$ cat src/hw/rtl/vrrb_pkg.sv
package vrrb_pkg;

    localparam int DEFAULT_STORE_WORDS = 4096;
    localparam int POS_W  = 13;
    localparam int LEN_W  = 12;
    localparam int CNT_W  = 12;
    localparam int DATA_W = 32;
    localparam int MODE_W = 3;
    localparam int CAP_MIN = 3;
    localparam int CAP_RESET = 4096;
    localparam int HDR_WORDS = 2;
    localparam int S_TDATA_W = 48;
    localparam int M_TDATA_W = 120;

    localparam logic [MODE_W-1:0] MODE_LINEAR      = 3'd0;
    localparam logic [MODE_W-1:0] MODE_WRAPPED     = 3'd1;
    localparam logic [MODE_W-1:0] MODE_GAP         = 3'd2;
    localparam logic [MODE_W-1:0] MODE_WRAP_HOLD   = 3'd3;
    localparam logic [MODE_W-1:0] MODE_READ_WRAPPED = 3'd4;

    typedef enum logic [1:0] {
        CMD_BEGIN  = 2'd0,
        CMD_WORD   = 2'd1,
        CMD_REMOVE = 2'd2,
        CMD_CLEAR  = 2'd3
    } t_cmd;

    typedef enum logic [3:0] {
        ST_OK        = 4'd0,
        ST_EMPTY     = 4'd1,
        ST_FULL      = 4'd2,
        ST_TOO_LARGE = 4'd3,
        ST_MODE_ERR  = 4'd4,
        ST_WRAP_PEND = 4'd5,
        ST_NO_OPEN   = 4'd6,
        ST_ZERO_HEAD = 4'd7,
        ST_BUSY      = 4'd8
    } t_status;

    typedef enum logic [3:0] {
        S_IDLE, S_EXEC, S_HDR, S_LINK, S_RHDR, S_RDATA, S_RLINK, S_OUT
    } t_state;

    typedef enum logic [2:0] {
        MEM_NONE, MEM_WR_PATCH, MEM_WR_HDR, MEM_WR_LINK, MEM_WR_DATA,
        MEM_RD_HDR, MEM_RD_DATA, MEM_RD_LINK
    } t_mem_op;

    typedef enum logic [3:0] {
        UPD_NONE, UPD_BEGIN, UPD_WORD, UPD_STRAY, UPD_EMPTY, UPD_CLEAR,
        UPD_HEAD, UPD_READ, UPD_LINK
    } t_upd;

    typedef struct packed {
        logic    load_in;
        t_mem_op mem;
        t_upd    upd;
        logic    load_out;
    } t_dp_cmd;

    typedef struct packed {
        t_cmd cmd;
        logic bg_place;
        logic bg_wrap;
        logic open;
        logic queued;
        logic head_bad;
        logic read_last;
        logic out_free;
    } t_dp_stat;

endpackage

$ cat src/hw/rtl/vrrb_ctrl.sv
module vrrb_ctrl
    import vrrb_pkg::*;
(
    input  logic     i_clk,
    input  logic     i_rst_n,
    input  logic     i_s_tvalid,
    output logic     o_s_tready,
    input  t_dp_stat i_stat,
    output t_dp_cmd  o_cmd
);
    t_state r_state, n_state;

    always_ff @(posedge i_clk) begin
        if (!i_rst_n) begin
            r_state <= S_IDLE;
        end else begin
            r_state <= n_state;
        end
    end

    always_comb begin
        n_state = r_state;
        unique case (r_state)
            S_IDLE: if (i_s_tvalid) n_state = S_EXEC;
            S_EXEC: begin
                unique case (i_stat.cmd)
                    CMD_BEGIN: begin
                        if (i_stat.bg_place && i_stat.bg_wrap) n_state = S_HDR;
                        else if (i_stat.bg_place) n_state = S_LINK;
                        else n_state = S_OUT;
                    end
                    CMD_REMOVE: n_state = i_stat.queued ? S_RHDR : S_OUT;
                    default:    n_state = S_OUT;
                endcase
            end
            S_HDR:   n_state = S_LINK;
            S_LINK:  n_state = S_OUT;
            S_RHDR:  n_state = i_stat.head_bad ? S_OUT : S_RDATA;
            S_RDATA: n_state = i_stat.read_last ? S_RLINK : S_OUT;
            S_RLINK: n_state = S_OUT;
            S_OUT:   if (i_stat.out_free) n_state = S_IDLE;
            default: n_state = S_IDLE;
        endcase
    end

    always_comb begin
        o_cmd = '{load_in: 1'b0, mem: MEM_NONE, upd: UPD_NONE, load_out: 1'b0};
        o_s_tready = 1'b0;
        unique case (r_state)
            S_IDLE: begin
                o_s_tready    = 1'b1;
                o_cmd.load_in = i_s_tvalid;
            end
            S_EXEC: begin
                unique case (i_stat.cmd)
                    CMD_BEGIN: begin
                        // wrap placement patches the previous link first
                        if (i_stat.bg_place && i_stat.bg_wrap) o_cmd.mem = MEM_WR_PATCH;
                        else if (i_stat.bg_place) o_cmd.mem = MEM_WR_HDR;
                        else o_cmd.upd = UPD_BEGIN;
                    end
                    CMD_WORD: begin
                        if (i_stat.open) begin
                            o_cmd.mem = MEM_WR_DATA;
                            o_cmd.upd = UPD_WORD;
                        end else begin
                            o_cmd.upd = UPD_STRAY;
                        end
                    end
                    CMD_REMOVE: begin
                        if (i_stat.queued) o_cmd.mem = MEM_RD_HDR;
                        else o_cmd.upd = UPD_EMPTY;
                    end
                    default: o_cmd.upd = UPD_CLEAR;
                endcase
            end
            S_HDR: o_cmd.mem = MEM_WR_HDR;
            S_LINK: begin
                o_cmd.mem = MEM_WR_LINK;
                o_cmd.upd = UPD_BEGIN;
            end
            S_RHDR: begin
                o_cmd.upd = UPD_HEAD;
                if (!i_stat.head_bad) o_cmd.mem = MEM_RD_DATA;
            end
            S_RDATA: begin
                o_cmd.upd = UPD_READ;
                if (i_stat.read_last) o_cmd.mem = MEM_RD_LINK;
            end
            S_RLINK: o_cmd.upd = UPD_LINK;
            S_OUT:   o_cmd.load_out = i_stat.out_free;
            default: ;
        endcase
    end

    a_accept_exec: assert property (@(posedge i_clk) disable iff (!i_rst_n)
        (i_s_tvalid && o_s_tready) |=> (r_state == S_EXEC))
        else $error("accepted word not executed");
    a_link_out: assert property (@(posedge i_clk) disable iff (!i_rst_n)
        (r_state == S_LINK) |=> (r_state == S_OUT))
        else $error("link write not followed by result");
    a_no_mem_idle: assert property (@(posedge i_clk) disable iff (!i_rst_n)
        (r_state == S_IDLE || r_state == S_OUT) |-> (o_cmd.mem == MEM_NONE))
        else $error("store access outside a command");
endmodule

$ cat config.mk
export PLATFORM = sky130hd
export DESIGN_NAME = vrrb_ctrl
export DESIGN_NICKNAME = d
export VERILOG_FILES = /design/src/hw/rtl/vrrb_pkg.sv /design/src/hw/rtl/vrrb_ctrl.sv
export SDC_FILE = /design/constraint.sdc
export NUM_CORES = 1
export LEC_CHECK = 0
export ABC_AREA = 1
export BUFFER_PORTS_ARGS = -buffer_cell sky130_fd_sc_hd__clkbuf_2
export CORE_AREA = 4 4 41 43
export CTS_BUF_LIST = sky130_fd_sc_hd__clkbuf_4 sky130_fd_sc_hd__clkbuf_8 sky130_fd_sc_hd__clkbuf_16
export CTS_CLUSTER_DIAMETER = 200
export DETAILED_ROUTE_END_ITERATION = 12
export DIE_AREA = 0 0 45 47
export PLACE_DENSITY = 0.66
export SLEW_MARGIN = 20
export SYNTH_ARGS = -nofsm -noshare
export SYNTH_HDL_FRONTEND = slang
export SYNTH_SLANG_ARGS = --single-unit
$ cat constraint.sdc
create_clock -name i_clk -period 1.13 [get_ports i_clk]
set_input_delay 0.0565 -clock i_clk [delete_from_list [all_inputs] [get_ports i_clk]]
set_output_delay 0.0565 -clock i_clk [all_outputs]
set_load 0.01 [all_outputs]
==> run_summary.xml, run 1 <==
<?xml version="1.0" encoding="UTF-8"?>
<metrics>
  <group name="status">
    <metric name="failed_checks" unit="">setup timing</metric>
    <metric name="outcome" unit="">finished with violations</metric>
  </group>
  <group name="placement">
    <metric name="port_buffers" unit="">21</metric>
    <metric name="finalWeightedCongestion" unit="">0.826</metric>
    <metric name="dp_hpwl" unit="um">975</metric>
    <metric name="place_ws" unit="ns">-0.0521</metric>
    <metric name="placedCellCount" unit="">120</metric>
  </group>
  <group name="clock_tree">
    <metric name="cts_num_sinks" unit="">3</metric>
    <metric name="clkSlewWorstSetupHoldPaths" unit="ns">0.04</metric>
    <metric name="cts.path.max_buffers" unit="">2</metric>
    <metric name="clk_root_buffer_cell" unit="">sky130_fd_sc_hd__clkbuf_4</metric>
    <metric name="cts.hold.buffers_added" unit="">0</metric>
    <metric name="clk-insertion-delay-late" unit="ns">0.22</metric>
    <metric name="tritoncts" unit="">built</metric>
    <metric name="numCtsBuffers" unit="">3</metric>
    <metric name="cts-htree-levels" unit="">1</metric>
  </group>
  <group name="sta">
    <metric name="post-route-period-util" unit="">1.17</metric>
    <metric name="max_freq" unit="GHz">0.759</metric>
    <metric name="finalHoldViolCount" unit="">0</metric>
    <metric name="timing.final.max_slew_violations" unit="">0</metric>
    <metric name="final.setup_skew" unit="ns">0.00133</metric>
    <metric name="time_the_worst_path_needs_with_i_o_delays_and_setup" unit="ns">1.32</metric>
    <metric name="rsz0062_at_grt" unit="">yes</metric>
    <metric name="setup_ws" unit="ns">-0.187</metric>
    <metric name="worst_slew_pin_slew" unit="ns">0.201</metric>
    <metric name="maxSlewHeadroom" unit="">0.865</metric>
    <metric name="setup_viol" unit="">11</metric>
    <metric name="holdWs" unit="ns">0.0411</metric>
  </group>
  <group name="power">
    <metric name="total_leakage_power" unit="nW">0.446</metric>
    <metric name="vdd.ir_drop.worst" unit="uV">1710</metric>
    <metric name="power_frac_comb" unit="">0.720</metric>
    <metric name="internal_power" unit="W">0.000951</metric>
    <metric name="p_seq_frac" unit="">0.166</metric>
    <metric name="clock_power_share" unit="">0.113</metric>
    <metric name="power.switching" unit="W">0.000849</metric>
    <metric name="switching_share" unit="">0.472</metric>
    <metric name="power" unit="W">0.00180</metric>
    <metric name="powerDensity" unit="mW/mm^2">2390</metric>
  </group>
  <group name="routing">
    <metric name="drtPass1Iterations" unit="">4</metric>
    <metric name="detail_route.wirelength" unit="um">1260</metric>
    <metric name="routed-via-count" unit="">602</metric>
    <metric name="post-route-drc-count" unit="">0</metric>
    <metric name="wl_per_cell" unit="um">9.72</metric>
    <metric name="drt.antenna.violating_nets" unit="">0</metric>
    <metric name="dr.first_iter.drc_count" unit="">4</metric>
    <metric name="vias_per_cell" unit="">4.63</metric>
  </group>
  <group name="worst_setup_path">
    <metric name="timing.critical_path.max_delay_family" unit="">flip-flops</metric>
    <metric name="crit_path_start_kind" unit="">flop</metric>
    <metric name="crit_path_top_delay_cell" unit="">sky130_fd_sc_hd__dfxtp_4</metric>
    <metric name="setup.worst_path.end_class" unit="">output pin</metric>
    <metric name="worstPathBufferInverterCount" unit="">3</metric>
    <metric name="critical_path.cell_chain" unit="">clkinv_4 -&gt; nand2_8 -&gt; nor2_4 -&gt; buf_4 -&gt; nand3b_1 -&gt; clkbuf_2</metric>
    <metric name="worstPathRequired" unit="ns">1.07</metric>
    <metric name="worstSetupPathType" unit="">reg2out</metric>
    <metric name="crit_path_max_cell_delay" unit="ns">0.40</metric>
    <metric name="cp_max_fo" unit="">6</metric>
    <metric name="cp.arrival" unit="ns">1.26</metric>
  </group>
  <group name="die">
    <metric name="floorplan.die_area" unit="sq mm">0.00212</metric>
    <metric name="rows" unit="">13</metric>
    <metric name="core_area" unit="sq mm">0.00130</metric>
    <metric name="start_util" unit="">0.311</metric>
    <metric name="die_w" unit="um">45</metric>
    <metric name="die_h" unit="um">47</metric>
    <metric name="boundaryPins" unit="">22</metric>
  </group>
  <group name="run">
    <metric name="maxCapViolCount" unit="">0</metric>
  </group>
  <group name="finish">
    <metric name="layout-drive-gt1-share" unit="">0.522</metric>
    <metric name="final-instance-count-excl-fill" unit="">130</metric>
    <metric name="mostFrequentLayoutCell" unit="">sky130_fd_sc_hd__nand2_1</metric>
    <metric name="registers.top_by_ff_count" unit="">r_state</metric>
    <metric name="syn_to_final_growth" unit="%">86.4</metric>
    <metric name="design.final.nets" unit="">128</metric>
    <metric name="nFillCells" unit="">138</metric>
    <metric name="largest_register_ff_count" unit="">3</metric>
    <metric name="antenna_cells_inserted" unit="">0</metric>
    <metric name="layout_top_registers" unit="">r_state: 3 flops</metric>
    <metric name="final_cell_mix" unit="">sky130_fd_sc_hd__nand2_1 (21), sky130_fd_sc_hd__clkbuf_2 (13), sky130_fd_sc_hd__inv_1 (12)</metric>
  </group>
  <group name="grt">
    <metric name="wire_length_of_the_first_global_routing_pass" unit="um">2100</metric>
    <metric name="pin_count_of_the_biggest_net_entering_global_routing" unit="">8</metric>
    <metric name="globalRoute.totalOverflow" unit="">0</metric>
    <metric name="first_global_vias" unit="">534</metric>
    <metric name="initial_antenna_violation_count" unit="">0</metric>
    <metric name="globalRouteTotalUtil" unit="">0.131</metric>
  </group>
  <group name="synthesis">
    <metric name="post_synth_instance_area" unit="sq um">404</metric>
    <metric name="synth_top_area_share" unit="">0.232</metric>
    <metric name="syn_avg_cell_area" unit="sq um">5.12</metric>
    <metric name="synthesis.nets" unit="">91</metric>
    <metric name="synth_top_area_cell" unit="">sky130_fd_sc_hd__nand2_1</metric>
    <metric name="syn-instance-count" unit="">79</metric>
    <metric name="post_synth_main_area_contributors" unit="">sky130_fd_sc_hd__nand2_1 (23%), sky130_fd_sc_hd__dfxtp_1 (15%), sky130_fd_sc_hd__inv_1 (12%)</metric>
    <metric name="synth_seq_cells" unit="">3</metric>
    <metric name="ys_seq_area_frac" unit="">0.149</metric>
    <metric name="synthDistinctLibCells" unit="">18</metric>
    <metric name="ys_warn_count" unit="">0</metric>
  </group>
  <group name="hold_path">
    <metric name="min-delay-path-class" unit="">in2reg</metric>
  </group>
</metrics>
[synthesized netlist by cell type]
cell and instances:
sky130_fd_sc_hd__nor3_1 1, sky130_fd_sc_hd__nand3_2 1, sky130_fd_sc_hd__nor2_2 3, sky130_fd_sc_hd__a21oi_2 1
sky130_fd_sc_hd__clkinv_2 1, sky130_fd_sc_hd__nand4_1 2, sky130_fd_sc_hd__inv_2 2, sky130_fd_sc_hd__nand2_2 1
sky130_fd_sc_hd__nor4_1 1, sky130_fd_sc_hd__inv_1 13, sky130_fd_sc_hd__dfxtp_1 3, sky130_fd_sc_hd__nand2_1 25
sky130_fd_sc_hd__nand3_1 8, sky130_fd_sc_hd__nor2_1 9, sky130_fd_sc_hd__o21ai_1 1, sky130_fd_sc_hd__nand3b_1 2
sky130_fd_sc_hd__buf_4 1, sky130_fd_sc_hd__o21ai_0 4
[stage by stage]
step           setup TNS (ns)   util  area, sq um
2_1_floorplan               0      -          404
3_3_place_gp          -0.0731  0.435          566
3_5_place_dp           -0.139  0.435          566
4_1_cts                -0.880  0.525          683
5_1_grt                 -1.76  0.579          753
6_report               -0.945  0.579          753
[power groups by stage]
stage / clock network, W / registers (W) / logic, W
CTS: 0.000212 / 0.000265 / 0.00109
global placement: 0 / 0.000226 / 0.000947
finish: 0.000204 / 0.000299 / 0.00130
global route: 0.000229 / 0.000311 / 0.00142
floorplan: 0 / 0.000203 / 0.000608
detailed placement: 0 / 0.000229 / 0.000953
[kinds of logic (layout without fill, tap and decap cells)]
kind of cell	Yosys count	count (layout)	share of synthesized area
DFF	3	3	0.149
buffers and inverters	17	53	0.170
AOI/OAI and AO/OA	6	6	0.0836
and+or+nand+nor	53	53	0.598
[timing repair]
action / CTS / global route
setup endpoints to repair: 13 / 13
buffers inserted: 4 / 2
pin swaps: 4 / 10
gates cloned: 0 / 0
resized for setup: 17 / 22
[routing by layer]
layer  global-route usage  part of all wire  routed length, um  up-vias
met1                0.156              0.46                579      270
met3               0.0383             0.051                 65        0
met5                    0                 0                  0        -
met4               0.0292                 0                  0        0
li1                     -                 -                  -      320
met2                0.232              0.49                618       12
[tightest hold or removal path, stage by stage]
cell and delay, ns:
sky130_fd_sc_hd__clkbuf_2 0.10, sky130_fd_sc_hd__nand2_1 0.05, sky130_fd_sc_hd__inv_1 0.04
[path summary, 6_finish.rpt]
kind	start	to	slack, ns	cells after the start
setup / recovery	r_state[1]	o_cmd[1]	-0.19	6
hold / removal	i_rst_n	r_state[1]	0.04	3
setup reg to reg	r_state[0]	r_state[0]	-0.01	6
hold reg to reg	r_state[2]	r_state[2]	0.64	4
[layout make-up]
class / count / area (sq um) / area share
clock buffer: 4 / 30.0 / 0.0399
multi-input combinational: 59 / 350 / 0.465
timing repair buffer: 33 / 215 / 0.286
inverter: 16 / 67.6 / 0.0897
tap: 15 / 18.8 / 0.0249
sequential: 3 / 71.3 / 0.0947
No activity file was read; power rests on OpenSTA's default activity.
==> inputs of run 2 (changes only) <==
--- a/config.mk
+++ b/config.mk
@@ -5,14 +5,13 @@
 export SDC_FILE = /design/constraint.sdc
 export NUM_CORES = 1
 export LEC_CHECK = 0
-export ABC_AREA = 1
 export BUFFER_PORTS_ARGS = -buffer_cell sky130_fd_sc_hd__clkbuf_2
 export CORE_AREA = 4 4 41 43
 export CTS_BUF_LIST = sky130_fd_sc_hd__clkbuf_4 sky130_fd_sc_hd__clkbuf_8 sky130_fd_sc_hd__clkbuf_16
 export CTS_CLUSTER_DIAMETER = 200
 export DETAILED_ROUTE_END_ITERATION = 12
 export DIE_AREA = 0 0 45 47
-export PLACE_DENSITY = 0.66
+export PLACE_DENSITY = 0.65
 export SLEW_MARGIN = 20
 export SYNTH_ARGS = -nofsm -noshare
 export SYNTH_HDL_FRONTEND = slang
==> run 2 against run 1 <==
Effect of this change:
- largest power group unchanged
- largest cell class unchanged
- critical path type unchanged
- first-iteration DRC count grew 75%
- combinational power shrank 44%
- global-route usage grew 0.55 points
- synthesized cell count shrank 25%
- final cell count shrank 17%
- sequential power shrank 35%
- sequential share of layout area grew 0.37 points
- the flow still finishes with violations (setup timing)
- critical path depth shrank 2
==> run_summary.xml, run 2 <==
<?xml version="1.0" encoding="UTF-8"?>
<metrics>
  <group name="status">
    <metric name="outcome" unit="">finished with violations</metric>
    <metric name="failed_checks" unit="">setup timing</metric>
  </group>
  <group name="routing">
    <metric name="detail_route.wirelength" unit="um">1320</metric>
    <metric name="drt.antenna.violating_nets" unit="">0</metric>
    <metric name="routed-via-count" unit="">584</metric>
    <metric name="drtPass1Iterations" unit="">6</metric>
    <metric name="wl_per_cell" unit="um">12.2</metric>
    <metric name="vias_per_cell" unit="">5.41</metric>
    <metric name="dr.first_iter.drc_count" unit="">7</metric>
    <metric name="post-route-drc-count" unit="">0</metric>
  </group>
  <group name="synthesis">
    <metric name="syn_avg_cell_area" unit="sq um">6.62</metric>
    <metric name="post-synth-top-count-cell" unit="">sky130_fd_sc_hd__a21oi_1</metric>
    <metric name="synth_seq_cells" unit="">3</metric>
    <metric name="post_synth_instance_area" unit="sq um">390</metric>
    <metric name="synthDistinctLibCells" unit="">25</metric>
    <metric name="edff_count_synth" unit="">0</metric>
    <metric name="synth_common_cells" unit="">sky130_fd_sc_hd__a21oi_1 (8), sky130_fd_sc_hd__nor2_1 (5), sky130_fd_sc_hd__buf_2 (4), sky130_fd_sc_hd__nand2_1 (4), sky130_fd_sc_hd__nand3b_1 (4)</metric>
    <metric name="dominantRegCellSynth" unit="">sky130_fd_sc_hd__dfxtp_1</metric>
    <metric name="ys_seq_area_frac" unit="">0.154</metric>
    <metric name="post_synth_main_area_contributors" unit="">sky130_fd_sc_hd__dfxtp_1 (15%), sky130_fd_sc_hd__a21oi_1 (10%), sky130_fd_sc_hd__nand3b_1 (7.7%)</metric>
    <metric name="synthesis.nets" unit="">71</metric>
    <metric name="synth-async-reset-ratio" unit="">0</metric>
    <metric name="syn-instance-count" unit="">59</metric>
    <metric name="ys_warn_count" unit="">0</metric>
    <metric name="synth_top_area_cell" unit="">sky130_fd_sc_hd__dfxtp_1</metric>
    <metric name="synth_top_area_share" unit="">0.154</metric>
  </group>
  <group name="worst_setup_path">
    <metric name="cp_max_fo" unit="">7</metric>
    <metric name="r2r_end" unit="">r_state[1]</metric>
    <metric name="worstSetupPathType" unit="">reg2out</metric>
    <metric name="setup.worst_path.end_class" unit="">output pin</metric>
    <metric name="regToRegSetupSlack" unit="ns">-0.02</metric>
    <metric name="origin_of_the_worst_setup_path" unit="">r_state[2]</metric>
    <metric name="crit_path_start_kind" unit="">flop</metric>
    <metric name="cp.arrival" unit="ns">1.23</metric>
    <metric name="worstPathRequired" unit="ns">1.07</metric>
    <metric name="r2r_cells" unit="">4</metric>
    <metric name="critical_path.endpoint" unit="">o_cmd[7]</metric>
    <metric name="r2r-start" unit="">r_state[0]</metric>
  </group>
  <group name="clock_tree">
    <metric name="clk-insertion-delay-late" unit="ns">0.24</metric>
    <metric name="cts-htree-levels" unit="">1</metric>
    <metric name="cts.path.max_buffers" unit="">2</metric>
    <metric name="cts.hold.buffers_added" unit="">0</metric>
    <metric name="clkSlewWorstSetupHoldPaths" unit="ns">0.04</metric>
    <metric name="tritoncts" unit="">built</metric>
    <metric name="cts_num_sinks" unit="">3</metric>
    <metric name="numCtsBuffers" unit="">3</metric>
    <metric name="clk_root_buffer_cell" unit="">sky130_fd_sc_hd__clkbuf_4</metric>
  </group>
  <group name="run">
    <metric name="maxCapViolCount" unit="">0</metric>
  </group>
  <group name="grt">
    <metric name="globalRouteTotalUtil" unit="">0.137</metric>
    <metric name="first_global_vias" unit="">523</metric>
    <metric name="initial_antenna_violation_count" unit="">0</metric>
    <metric name="wire_length_of_the_first_global_routing_pass" unit="um">2130</metric>
    <metric name="pin_count_of_the_biggest_net_entering_global_routing" unit="">10</metric>
    <metric name="globalRoute.totalOverflow" unit="">0</metric>
  </group>
  <group name="die">
    <metric name="boundaryPins" unit="">22</metric>
    <metric name="core_area" unit="sq mm">0.00130</metric>
    <metric name="die_w" unit="um">45</metric>
    <metric name="start_util" unit="">0.300</metric>
    <metric name="floorplan.die_area" unit="sq mm">0.00212</metric>
    <metric name="rows" unit="">13</metric>
    <metric name="die_h" unit="um">47</metric>
  </group>
  <group name="finish">
    <metric name="mostFrequentLayoutCell" unit="">sky130_fd_sc_hd__clkbuf_2</metric>
    <metric name="layout-drive-gt1-share" unit="">0.527</metric>
    <metric name="largest_register_ff_count" unit="">3</metric>
    <metric name="design.final.nets" unit="">106</metric>
    <metric name="syn_to_final_growth" unit="%">79.2</metric>
    <metric name="antenna_cells_inserted" unit="">0</metric>
    <metric name="nFillCells" unit="">137</metric>
    <metric name="final-instance-count-excl-fill" unit="">108</metric>
    <metric name="registers.top_by_ff_count" unit="">r_state</metric>
    <metric name="layout_top_registers" unit="">r_state: 3 flops</metric>
    <metric name="final_cell_mix" unit="">sky130_fd_sc_hd__clkbuf_2 (18), sky130_fd_sc_hd__buf_6 (7), sky130_fd_sc_hd__a21oi_1 (6), sky130_fd_sc_hd__buf_4 (6)</metric>
    <metric name="post-route-util" unit="">0.538</metric>
  </group>
  <group name="sta">
    <metric name="max_freq" unit="GHz">0.779</metric>
    <metric name="rsz0062_at_grt" unit="">yes</metric>
    <metric name="finalHoldViolCount" unit="">0</metric>
    <metric name="final.setup_skew" unit="ns">0.00135</metric>
    <metric name="fin_tns_setup" unit="ns">-0.659</metric>
    <metric name="maxSlewHeadroom" unit="">0.820</metric>
    <metric name="worst_slew_pin_slew" unit="ns">0.267</metric>
    <metric name="post-route-period-util" unit="">1.14</metric>
    <metric name="time_the_worst_path_needs_with_i_o_delays_and_setup" unit="ns">1.28</metric>
    <metric name="setup_ws" unit="ns">-0.154</metric>
    <metric name="holdWs" unit="ns">0.0681</metric>
    <metric name="timing.final.max_slew_violations" unit="">0</metric>
    <metric name="setup_viol" unit="">8</metric>
  </group>
  <group name="power">
    <metric name="vdd.ir_drop.worst" unit="uV">856</metric>
    <metric name="total_leakage_power" unit="nW">0.326</metric>
    <metric name="powerDensity" unit="mW/mm^2">1640</metric>
  </group>
  <group name="placement">
    <metric name="port_buffers" unit="">21</metric>
    <metric name="placedCellCount" unit="">102</metric>
    <metric name="place_ws" unit="ns">-0.0305</metric>
    <metric name="dp_hpwl" unit="um">970</metric>
    <metric name="finalWeightedCongestion" unit="">0.840</metric>
  </group>
  <group name="hold_path">
    <metric name="min-delay-path-class" unit="">in2reg</metric>
  </group>
</metrics>
-- run 2: critical path, stage by stage, from the launching register on --
cell	delay, ns
sky130_fd_sc_hd__dfxtp_2	0.33
sky130_fd_sc_hd__buf_6	0.13
sky130_fd_sc_hd__a21o_1	0.16
sky130_fd_sc_hd__a311oi_2	0.19
sky130_fd_sc_hd__buf_2	0.17
-- run 2: layer usage --
layer  GRT usage  wire (um)  up-vias
li1            -          -      292
met1       0.161        551      257
met5           0          0        -
met3      0.0345        114        4
met2       0.223        619       31
met4      0.0819         30        0
-- run 2: cell families (layout without fill, tap and decap cells) --
kind of cell,Yosys count,after routing,synth area share
buffers and inverters,7,41,0.0801
AND/OR/NAND/NOR,28,28,0.410
AO/OA/AOI/OAI,21,21,0.356
flip-flops,3,3,0.154
-- run 2: cell type report --
cell class / count / area, sq um / area share
clock buffer: 4 / 30.0 / 0.0429
inverter: 3 / 11.3 / 0.0161
timing repair buffer: 34 / 229 / 0.327
sequential: 3 / 68.8 / 0.0984
tap: 15 / 18.8 / 0.0268
multi-input combinational: 49 / 342 / 0.488
-- run 2: worst min path at each step --
stage | start | end | slack (ns) | cells after the start
after floorplan | i_rst_n | r_state[1] | 0.18 | 1
after global placement | i_rst_n | r_state[1] | 0.29 | 2
after detailed placement | i_rst_n | r_state[1] | 0.30 | 2
after CTS | i_rst_n | r_state[1] | 0.07 | 2
after global routing | i_rst_n | r_state[1] | 0.06 | 2
final | i_rst_n | r_state[1] | 0.07 | 2
-- run 2: power breakdown --
part | total (W) | switching [W] | internal, W
Clock | 0.000225 | 0.0000681 | 0.000157
Sequential | 0.000195 | 0.0000506 | 0.000145
Combinational | 0.000724 | 0.000334 | 0.000391
-- run 2: per-stage QoR --
stage                     instance area, sq um  power, W
after global placement                     577  0.000747
final                                      699   0.00114
after floorplan                            390  0.000488
after CTS                                  692   0.00113
after detailed placement                   577  0.000756
after global routing                       699   0.00124
-- run 2: what timing repair did --
action | CTS | global route
pin swaps | 10 | 2
endpoints found under the setup margin | 12 | 11
gates cloned | 0 | 0
setup buffers | 2 | 1
resized for setup | 20 | 3
